## src/rtl/core/mapt_pkg.sv

```systemverilog
`timescale 1ns / 1ps
// ----------------------------------------------------------------------------
// Moving-average peak tracker package
// Widths, limits and the request/response records of the divider.
// ----------------------------------------------------------------------------
package mapt_pkg;

   localparam int SAMPLE_BITS   = 16;
   localparam int MAX_WINDOW    = 64;
   localparam int POS_BITS      = $clog2(MAX_WINDOW);
   localparam int LEN_BITS      = 7;
   localparam int CNT_BITS      = $clog2(MAX_WINDOW + 1);
   localparam int SUM_BITS      = SAMPLE_BITS + POS_BITS;
   localparam int PEAK_BITS     = SAMPLE_BITS - 1;
   localparam int STEP_BITS     = $clog2(SUM_BITS + 1);
   localparam int REQ_DATA_BITS = ((SAMPLE_BITS + 7) / 8) * 8;
   localparam int RSP_DATA_BITS = ((SAMPLE_BITS + PEAK_BITS + 7) / 8) * 8;

   localparam logic [LEN_BITS-1:0] LEN_RESET = LEN_BITS'(64);

   typedef struct packed {
      logic                       start;
      logic signed [SUM_BITS-1:0] dividend;
      logic [CNT_BITS-1:0]        divisor;
   } div_req_type;

   typedef struct packed {
      logic                       done;
      logic signed [SUM_BITS-1:0] quotient;
   } div_rsp_type;

endpackage

```

## src/rtl/core/moving_average_peak_tracker.sv

```systemverilog
`timescale 1ns / 1ps
// ----------------------------------------------------------------------------
// Moving-average peak tracker
// Windowed running mean of signed samples with a peak-of-average tracker.
// ----------------------------------------------------------------------------
// Each sample transfer on req_ yields one result transfer on rsp_: the mean
// of the last window_len samples (fewer while the window is still filling),
// truncated toward zero, and the largest non-negative mean seen since the
// last clear. req_tready drops at each sample transfer and returns in the
// cycle in which that sample's result is loaded into the output register.
// Steps: ST_UPDATE updates the running sum (the oldest sample is read out
// of the ring at the transfer edge itself), ST_START starts the divider, the
// restoring divider yields SUM_BITS (22) quotient bits, one quotient bit per
// cycle, then ST_DIVIDE takes the quotient and ST_OUTPUT loads the result.
// No new sample is taken until the last one's result is loaded. A finished
// result waits in the output register without holding up the next sample.
// Writing csr_wdata with csr_we clears the history, the running sum and the
// peak; a length of zero acts as one, a length above 64 acts as 64. Write it
// only while no sample is in flight.
// ----------------------------------------------------------------------------
module moving_average_peak_tracker (
   input  logic                                 clock,
   input  logic                                 reset,
   // sample [15:0]
   input  logic [mapt_pkg::REQ_DATA_BITS-1:0]   req_tdata,
   input  logic                                 req_tvalid,
   output logic                                 req_tready,
   // average [15:0], peak_average [30:16], zero fill above
   output logic [mapt_pkg::RSP_DATA_BITS-1:0]   rsp_tdata,
   output logic                                 rsp_tvalid,
   input  logic                                 rsp_tready,
   input  logic                                 csr_we,
   input  logic [mapt_pkg::LEN_BITS-1:0]        csr_wdata
);
   import mapt_pkg::*;

   typedef enum logic [2:0] {
      ST_IDLE,
      ST_UPDATE,
      ST_START,
      ST_DIVIDE,
      ST_OUTPUT
   } state_type;

   state_type                     state_ff, state_in;
   logic [LEN_BITS-1:0]           len_ff, len_in;
   logic [POS_BITS-1:0]           pos_ff, pos_in;
   logic                          full_ff, full_in;
   logic signed [SUM_BITS-1:0]    sum_ff, sum_in;
   logic [PEAK_BITS-1:0]          peak_ff, peak_in;
   logic signed [SAMPLE_BITS-1:0] sample_ff, sample_in;
   logic [POS_BITS-1:0]           cur_pos_ff, cur_pos_in;
   logic [CNT_BITS-1:0]           count_ff, count_in;
   logic signed [SAMPLE_BITS-1:0] avg_ff, avg_in;
   logic                          rsp_valid_ff, rsp_valid_in;
   logic [RSP_DATA_BITS-1:0]      rsp_data_ff, rsp_data_in;

   // sample ring, read port registered
   logic signed [SAMPLE_BITS-1:0] ring [MAX_WINDOW];
   logic signed [SAMPLE_BITS-1:0] rd_data_ff;
   logic                          ring_we;
   logic                          ring_re;

   logic [CNT_BITS-1:0]           eff_len;
   logic [POS_BITS-1:0]           pos_sel;
   logic [CNT_BITS-1:0]           pos_inc;
   logic signed [SAMPLE_BITS-1:0] old_sample;
   logic                          req_fire;

   div_req_type                   div_req;
   div_rsp_type                   div_rsp;

   mapt_divider u_divider (
      .clock   (clock),
      .reset   (reset),
      .div_req (div_req),
      .div_rsp (div_rsp)
   );

   // clamp the programmed length into 1..MAX_WINDOW
   always_comb begin
      if (len_ff == '0) begin
         eff_len = CNT_BITS'(1);
      end else if (int'(len_ff) > MAX_WINDOW) begin
         eff_len = CNT_BITS'(MAX_WINDOW);
      end else begin
         eff_len = CNT_BITS'(len_ff);
      end
   end

   assign req_tready = (state_ff == ST_IDLE);
   assign req_fire   = req_tvalid && req_tready;
   assign pos_sel    = (CNT_BITS'(pos_ff) >= eff_len) ? '0 : pos_ff;
   assign pos_inc    = CNT_BITS'(cur_pos_ff) + 1'b1;
   assign old_sample = full_ff ? rd_data_ff : '0;
   assign ring_re    = req_fire;
   assign ring_we    = (state_ff == ST_UPDATE);

   always_comb begin
      state_in     = state_ff;
      len_in       = len_ff;
      pos_in       = pos_ff;
      full_in      = full_ff;
      sum_in       = sum_ff;
      peak_in      = peak_ff;
      sample_in    = sample_ff;
      cur_pos_in   = cur_pos_ff;
      count_in     = count_ff;
      avg_in       = avg_ff;
      rsp_valid_in = rsp_valid_ff;
      rsp_data_in  = rsp_data_ff;
      div_req      = '0;

      // drop the result once it is taken
      if (rsp_valid_ff && rsp_tready) begin
         rsp_valid_in = 1'b0;
      end

      case (state_ff)
         ST_IDLE: begin
            // take the sample and start the read of the slot it overwrites
            if (req_fire) begin
               sample_in  = $signed(req_tdata[SAMPLE_BITS-1:0]);
               cur_pos_in = pos_sel;
               state_in   = ST_UPDATE;
            end
         end
         ST_UPDATE: begin
            // evict the oldest sample once full, add the new one, advance
            sum_in = sum_ff - SUM_BITS'(old_sample) + SUM_BITS'(sample_ff);
            if (pos_inc >= eff_len) begin
               pos_in   = '0;
               full_in  = 1'b1;
               count_in = eff_len;
            end else begin
               pos_in   = pos_inc[POS_BITS-1:0];
               count_in = full_ff ? eff_len : pos_inc;
            end
            state_in = ST_START;
         end
         ST_START: begin
            div_req.start    = 1'b1;
            div_req.dividend = sum_ff;
            div_req.divisor  = count_ff;
            state_in         = ST_DIVIDE;
         end
         ST_DIVIDE: begin
            if (div_rsp.done) begin
               avg_in   = div_rsp.quotient[SAMPLE_BITS-1:0];
               state_in = ST_OUTPUT;
            end
         end
         ST_OUTPUT: begin
            // hold until the output register is free, then load it
            if (!rsp_valid_ff || rsp_tready) begin
               if (avg_ff > $signed({1'b0, peak_ff})) begin
                  peak_in     = avg_ff[PEAK_BITS-1:0];
                  rsp_data_in = RSP_DATA_BITS'({avg_ff[PEAK_BITS-1:0], avg_ff});
               end else begin
                  rsp_data_in = RSP_DATA_BITS'({peak_ff, avg_ff});
               end
               rsp_valid_in = 1'b1;
               state_in     = ST_IDLE;
            end
         end
         default: begin
            state_in = ST_IDLE;
         end
      endcase

      // a length write clears history and peak
      if (csr_we) begin
         len_in  = csr_wdata;
         pos_in  = '0;
         full_in = 1'b0;
         sum_in  = '0;
         peak_in = '0;
      end
   end

   always_ff @(posedge clock) begin
      if (reset) begin
         state_ff     <= ST_IDLE;
         len_ff       <= LEN_RESET;
         pos_ff       <= '0;
         full_ff      <= 1'b0;
         sum_ff       <= '0;
         peak_ff      <= '0;
         rsp_valid_ff <= 1'b0;
      end else begin
         state_ff     <= state_in;
         len_ff       <= len_in;
         pos_ff       <= pos_in;
         full_ff      <= full_in;
         sum_ff       <= sum_in;
         peak_ff      <= peak_in;
         rsp_valid_ff <= rsp_valid_in;
      end
      sample_ff   <= sample_in;
      cur_pos_ff  <= cur_pos_in;
      count_ff    <= count_in;
      avg_ff      <= avg_in;
      rsp_data_ff <= rsp_data_in;
   end

   always_ff @(posedge clock) begin
      if (ring_we) begin
         ring[cur_pos_ff] <= sample_ff;
      end
      if (ring_re) begin
         rd_data_ff <= ring[pos_sel];
      end
   end

   assign rsp_tdata  = rsp_data_ff;
   assign rsp_tvalid = rsp_valid_ff;

`ifndef SYNTH
   a_pos_in_window: assert property (@(posedge clock) disable iff (reset)
      CNT_BITS'(pos_ff) < eff_len)
      else $error("write position outside the active window");

   a_done_in_divide: assert property (@(posedge clock) disable iff (reset)
      div_rsp.done |-> (state_ff == ST_DIVIDE))
      else $error("divider finished outside the divide step");

   a_busy_after_transfer: assert property (@(posedge clock) disable iff (reset)
      (req_tvalid && req_tready) |=> !req_tready)
      else $error("sample accepted while another is in flight");

   a_count_legal: assert property (@(posedge clock) disable iff (reset)
      (state_ff == ST_START) |-> (count_ff != '0 && count_ff <= eff_len))
      else $error("divisor outside one to window length");
`endif

endmodule

```

## src/rtl/core/mapt_divider.sv

```systemverilog
`timescale 1ns / 1ps
// ----------------------------------------------------------------------------
// Moving-average peak tracker divider
// Restoring signed divide, one quotient bit per cycle, truncates toward zero.
// ----------------------------------------------------------------------------
module mapt_divider (
   input  logic                  clock,
   input  logic                  reset,
   input  mapt_pkg::div_req_type div_req,
   output mapt_pkg::div_rsp_type div_rsp
);
   import mapt_pkg::*;

   logic                 busy_ff, busy_in;
   logic                 done_ff, done_in;
   logic                 neg_ff, neg_in;
   logic [STEP_BITS-1:0] step_ff, step_in;
   logic [SUM_BITS-1:0]  quo_ff, quo_in;
   logic [CNT_BITS-1:0]  rem_ff, rem_in;
   logic [CNT_BITS-1:0]  dvs_ff, dvs_in;
   logic [CNT_BITS:0]    trial;
   logic [CNT_BITS:0]    diff;

   always_comb begin
      busy_in = busy_ff;
      done_in = 1'b0;
      neg_in  = neg_ff;
      step_in = step_ff;
      quo_in  = quo_ff;
      rem_in  = rem_ff;
      dvs_in  = dvs_ff;
      trial   = {rem_ff, quo_ff[SUM_BITS-1]};
      diff    = trial - {1'b0, dvs_ff};
      if (div_req.start) begin
         // load the magnitude, keep the sign for the end
         busy_in = 1'b1;
         neg_in  = div_req.dividend[SUM_BITS-1];
         quo_in  = div_req.dividend[SUM_BITS-1] ? SUM_BITS'(-div_req.dividend)
                                                : SUM_BITS'(div_req.dividend);
         rem_in  = '0;
         dvs_in  = div_req.divisor;
         step_in = '0;
      end else if (busy_ff) begin
         if (trial >= {1'b0, dvs_ff}) begin
            rem_in = diff[CNT_BITS-1:0];
            quo_in = {quo_ff[SUM_BITS-2:0], 1'b1};
         end else begin
            rem_in = trial[CNT_BITS-1:0];
            quo_in = {quo_ff[SUM_BITS-2:0], 1'b0};
         end
         step_in = step_ff + 1'b1;
         if (step_ff == STEP_BITS'(SUM_BITS - 1)) begin
            busy_in = 1'b0;
            done_in = 1'b1;
         end
      end
   end

   always_ff @(posedge clock) begin
      if (reset) begin
         busy_ff <= 1'b0;
         done_ff <= 1'b0;
      end else begin
         busy_ff <= busy_in;
         done_ff <= done_in;
      end
      neg_ff  <= neg_in;
      step_ff <= step_in;
      quo_ff  <= quo_in;
      rem_ff  <= rem_in;
      dvs_ff  <= dvs_in;
   end

   assign div_rsp.done     = done_ff;
   assign div_rsp.quotient = neg_ff ? -$signed(quo_ff) : $signed(quo_ff);

endmodule
```

## config.mk

```make
export PLATFORM = sky130hd
export DESIGN_NAME = moving_average_peak_tracker
export DESIGN_NICKNAME = d
export VERILOG_FILES = /design/src/rtl/core/mapt_pkg.sv /design/src/rtl/core/moving_average_peak_tracker.sv /design/src/rtl/core/mapt_divider.sv
export SDC_FILE = /design/constraint.sdc
export NUM_CORES = 2
export LEC_CHECK = 0
export BUFFER_PORTS_ARGS = -buffer_cell sky130_fd_sc_hd__clkbuf_2
export CORE_ASPECT_RATIO = 1.5
export CORE_MARGIN = 2
export CORE_UTILIZATION = 30
export CTS_CLUSTER_DIAMETER = 40
export CTS_CLUSTER_SIZE = 40
export DETAILED_ROUTE_END_ITERATION = 8
export PLACE_DENSITY = 0.5
export SETUP_SLACK_MARGIN = 0.05
export SKIP_LAST_GASP = 1
export SYNTH_ARGS = -nofsm -noshare
export SYNTH_HDL_FRONTEND = slang
export SYNTH_SLANG_ARGS = --single-unit
```

## constraint.sdc

```tcl
create_clock -name clock -period 5.2 [get_ports clock]
set_input_delay 1.3 -clock clock [delete_from_list [all_inputs] [get_ports clock]]
set_output_delay 1.3 -clock clock [all_outputs]
set_load 0.01 [all_outputs]
```

==> impl_results.md <==
- Final critical-path required period: 4.835 ns
- Hold EP: peak_ff[7]
- Maximum buffer depth of the clock tree: 3
- Power density relative to cell area: 376.1 mW/mm2
- Area post-placement: 0.05414 mm2
- Max Cap Viol: 0
- Area growth from synthesis to layout: 15.51%
- Netlist area before placement: slightly above 0.05 mm2
- Antenna violations before repair: 2
- Setup crit end kind: flip-flop
- Yosys warnings: 0
- WP data required: 5.71 ns
- Total global-route track usage: 17.22%
- Final Hold Fails: 0
- CTS H-Tree Depth: 3
- Reg-to-reg setup timing slack: 0.37 ns
- Cell row count: ~180
- Fraction of layout instances using a drive strength above 1: 13.32%
- Depth of the worst register-to-register path: 13
- Transition time of the tightest slew-check pin: 1.446 ns
- Compound-Gate Fraction of Synth Area: 10.93%
- Clock latency on the worst-skew pair: about 0.79 ns
- Initial drt markers: ~2,600
- Worst slew margin: 2.580%
- Sort of element at the start of the critical path: flip-flop
- Routed length per placed instance: 24.77 um
- Post-CTS setup buffer count: 0
- Hold path startpoint: peak_ff[7]
- Cell leakage power: 19.33 nW
- Crit path launch: len_ff[1]
- Clock tree from TritonCTS: done
- Highest clock rate: roughly 210 MHz
- Setup TNS: 0 ns
- Port buffer count: 60
- Global-route wire length before repair: roughly 220 mm
- TritonCTS Sinks: 1,215
- Post-route antenna net violation count: 0
- Post-synthesis area per instance: around 14 um2
- RSZ-0062 raised after global routing: no
- Final setup fails: 0
- Boundary pin count: 62
- Count of flip-flops with a built-in enable after synthesis: 1,146
- Overall die area: 0.1719 mm2
- Total clock buffers created by CTS: 116
- Final standard cell area without fillers: 0.05839 mm2
- Status: complete, no violations
- Leftover overflow at the end of global routing: 0
- Die width: 339.2 um
- Part of the Yosys area used for sequential elements: between 70% and 80%
- Cell count after synthesis: approximately 3,600
- Terminus of the critical flop-to-flop path: rd_data_ff[9]
- Worst min path class: reg -> reg
- Post-Synth Simple-Gate Area: 8.403%
- Total wirelength of the detailed-routed design: 151.1 mm
- Number of instances resized during post-cts repair: 0
- Number of global-route vias before repair: 30,630
- Pin count of the biggest net entering global routing: 161
- Most used DFF post-synth: sky130_fd_sc_hd__edfxtp_1
- Hold buffer count at CTS: 0
- Worst path arrival time: approximately 5.4 ns
- Count of state elements after synthesis: 1,215
- Final GP Congestion: about 0.85
- Routed vias/inst: between 5 and 6
- Min-Delay Path Depth: 2
- Clock transition at the registers of the reported paths: 0.07 ns
- Post-synth net total: around 3,700
- Via Count: 30,850
- Iteration count of the initial detailed-routing pass: 8
- Cell at the root of the clock tree: sky130_fd_sc_hd__clkbuf_16
- Post-Synth XOR/XNOR Area: 1.005%
- Max-slew violations: 0
- Post-synthesis async set-or-reset flop share: 0%
- Multiplexer share of the synthesized area: under 10%
- Y dimension of the die: 506.7 um
- Detailed-placement wirelength estimate: 96.54 mm
- Peak fanout along the critical path: 125
- Peak ir drop on the vdd network: 0.2945 mV
- Fraction of the mapped netlist area in adder cells: 2.406%
- Final cycle utilization of the critical path: 92.98%
- Kind of critical path: reg -> reg
- Launching point of the worst reg2reg path: len_ff[1]
- Core region area: 0.1674 mm2
- Maximum clock skew at final layout: about 0.07 ns
- Drc violations: 0
- Initial Util: 30.20%
- Nets: 3,877
- Largest family of logic cells by synthesized area: compound AO/OA/AOI/OAI gates
- Number of different library cells in the post-synthesis netlist: 76
kinds of logic (layout without fill, tap and decap cells):
logic type,after synthesis,count (layout)
other,1,3
multiplexers,181,181
AND/OR/NAND/NOR,949,949
XOR/XNOR,58,58
AO/OA/AOI/OAI,801,801
buffers and inverters,347,577
flip-flops,1215,1215
adder cells (fa/ha/maj),84,84
metal layers:
layer | global-route usage, % | wire (um) | vias to the layer above
met3 | 1.806 | 6242 | 239
li1 | - | - | 14140
met2 | 31.46 | 79600 | 829
met5 | 0 | 0 | -
met1 | 19.91 | 57870 | 15640
met4 | 8.660 | 7399 | 0
cell usage after synthesis, types with 4 or more instances:
master	number	share of area [%]
sky130_fd_sc_hd__a211oi_1	120	1.8
sky130_fd_sc_hd__a21o_1	15	0.22
sky130_fd_sc_hd__a21oi_1	104	1.0
sky130_fd_sc_hd__a22o_1	20	0.35
sky130_fd_sc_hd__a31oi_1	86	1.1
sky130_fd_sc_hd__a32oi_1	17	0.29
sky130_fd_sc_hd__and2_1	58	0.72
sky130_fd_sc_hd__and3_1	6	0.074
sky130_fd_sc_hd__buf_1	11	0.082
sky130_fd_sc_hd__buf_2	57	0.56
sky130_fd_sc_hd__buf_4	10	0.15
sky130_fd_sc_hd__clkbuf_1	138	1.0
sky130_fd_sc_hd__dfxtp_1	69	2.7
sky130_fd_sc_hd__edfxtp_1	1146	68
sky130_fd_sc_hd__fa_1	22	0.87
sky130_fd_sc_hd__ha_1	62	1.5
sky130_fd_sc_hd__inv_1	127	0.94
sky130_fd_sc_hd__mux2_2	21	0.47
sky130_fd_sc_hd__mux2i_1	160	3.2
sky130_fd_sc_hd__nand2_1	383	2.8
sky130_fd_sc_hd__nand2b_1	26	0.32
sky130_fd_sc_hd__nand3_1	70	0.69
sky130_fd_sc_hd__nand4_1	42	0.52
sky130_fd_sc_hd__nor2_1	265	2.0
sky130_fd_sc_hd__nor2b_1	10	0.12
sky130_fd_sc_hd__nor3_1	37	0.37
sky130_fd_sc_hd__o2111ai_1	18	0.31
sky130_fd_sc_hd__o211ai_1	39	0.58
sky130_fd_sc_hd__o21a_1	9	0.13
sky130_fd_sc_hd__o21ai_0	129	1.3
sky130_fd_sc_hd__o21ai_1	5	0.049
sky130_fd_sc_hd__o21ai_2	4	0.069
sky130_fd_sc_hd__o21bai_1	7	0.10
sky130_fd_sc_hd__o221ai_1	79	1.4
sky130_fd_sc_hd__o22a_1	16	0.28
sky130_fd_sc_hd__o22ai_1	80	0.99
sky130_fd_sc_hd__o311ai_0	18	0.31
sky130_fd_sc_hd__o31ai_1	8	0.12
sky130_fd_sc_hd__or2_2	17	0.21
sky130_fd_sc_hd__or3_1	6	0.074
sky130_fd_sc_hd__xnor2_1	46	0.80
sky130_fd_sc_hd__xor2_1	12	0.21
critical path, stage by stage (launching register included):
cell and delay (ns):
sky130_fd_sc_hd__dfxtp_1 0.33, sky130_fd_sc_hd__nor3_1 0.21, sky130_fd_sc_hd__a21oi_1 0.10, sky130_fd_sc_hd__nor2_1 0.22, sky130_fd_sc_hd__ha_1 0.28, sky130_fd_sc_hd__nand2b_4 0.16, sky130_fd_sc_hd__a211oi_4 0.48, sky130_fd_sc_hd__o211ai_1 0.34
sky130_fd_sc_hd__buf_12 0.35, sky130_fd_sc_hd__mux2i_1 0.35, sky130_fd_sc_hd__a211oi_1 0.14, sky130_fd_sc_hd__o21ai_0 0.22, sky130_fd_sc_hd__nand4_1 0.69, sky130_fd_sc_hd__a22o_1 0.45
state kept, by name, indices dropped and copies added, names as in the netlist, 3 cells and up:
register	count
u_divider.rem_ff	7
sum_ff	22
sample_ff	16
rsp_tdata	31
peak_ff	15
u_divider.step_ff	5
rd_data_ff	16
len_ff	7
cur_pos_ff	6
u_divider.quo_ff	22
ring	1024
u_divider.dvs_ff	7
count_ff	7
avg_ff	16
state_ff	3
pos_ff	6
stage by stage:
stage | utilization [%] | instances | worst slack (ns) | hold slack [ns] | power [mW]
2_1_floorplan | - | 3636 | 1.335 | 0.4319 | 12.26
3_3_place_gp | 32.33 | 5875 | 0.1318 | 0.4452 | 12.90
3_5_place_dp | 32.35 | 5879 | 0.4980 | 0.4525 | 12.92
4_1_cts | 34.88 | 6098 | 0.4651 | 0.4625 | 22.16
5_1_grt | 34.89 | 6099 | 0.2976 | 0.4796 | 22.65
6_report | 34.89 | 6100 | 0.3652 | 0.4601 | 21.96
layout make-up:
| class | instances | area (um2) |
|---|---|---|
| Antenna cell | 2 | 5.005 |
| Clock buffer | 120 | 2982 |
| Clock inverter | 99 | 1264 |
| Fill cell | 16170 | 109000 |
| Inverter | 130 | 493.0 |
| Multi-Input combinational cell | 2074 | 13390 |
| Sequential cell | 1215 | 35800 |
| Tap cell | 2232 | 2793 |
| Timing Repair Buffer | 228 | 1662 |
power by group:
part / switching, mW / leakage, nW / internal [mW] / total, mW
combinational: 1.13 / 6.39 / 0.536 / 1.67
clock: 4.24 / 2.04 / 5.04 / 9.27
sequential: 0.125 / 10.9 / 10.9 / 11.0
total: 5.50 / 19.3 / 16.5 / 22.0
cell usage in the layout (no fill, tap or decap), types with 18 or more instances in the layout:
cell,n
sky130_fd_sc_hd__edfxtp_1,1146
sky130_fd_sc_hd__nand2_1,382
sky130_fd_sc_hd__nor2_1,261
sky130_fd_sc_hd__mux2i_1,160
sky130_fd_sc_hd__buf_4,160
sky130_fd_sc_hd__inv_1,126
sky130_fd_sc_hd__o21ai_0,124
sky130_fd_sc_hd__a211oi_1,120
sky130_fd_sc_hd__clkbuf_16,119
sky130_fd_sc_hd__a21oi_1,104
sky130_fd_sc_hd__a31oi_1,86
sky130_fd_sc_hd__o22ai_1,80
sky130_fd_sc_hd__o221ai_1,79
sky130_fd_sc_hd__nand3_1,70
sky130_fd_sc_hd__dfxtp_1,67
sky130_fd_sc_hd__ha_1,62
sky130_fd_sc_hd__clkbuf_2,60
sky130_fd_sc_hd__and2_1,57
sky130_fd_sc_hd__xnor2_1,46
sky130_fd_sc_hd__nand4_1,42
sky130_fd_sc_hd__o211ai_1,39
sky130_fd_sc_hd__nor3_1,37
sky130_fd_sc_hd__nand2b_1,26
sky130_fd_sc_hd__fa_1,22
sky130_fd_sc_hd__mux2_2,21
sky130_fd_sc_hd__a22o_1,20
sky130_fd_sc_hd__inv_6,19
sky130_fd_sc_hd__o311ai_0,18
sky130_fd_sc_hd__o2111ai_1,18
worst max-delay path by stage:
stage                     slack (ns)             end  depth (start not counted)
after global routing            0.30   rd_data_ff[3]                         15
after CTS                       0.47   rd_data_ff[3]                         15
after detailed placement        0.50   rd_data_ff[3]                         15
final                           0.37   rd_data_ff[9]                         13
after floorplan                 1.33      sum_ff[21]                         12
after global placement          0.13  rd_data_ff[13]                         15
(Power assumes the default switching activity.)
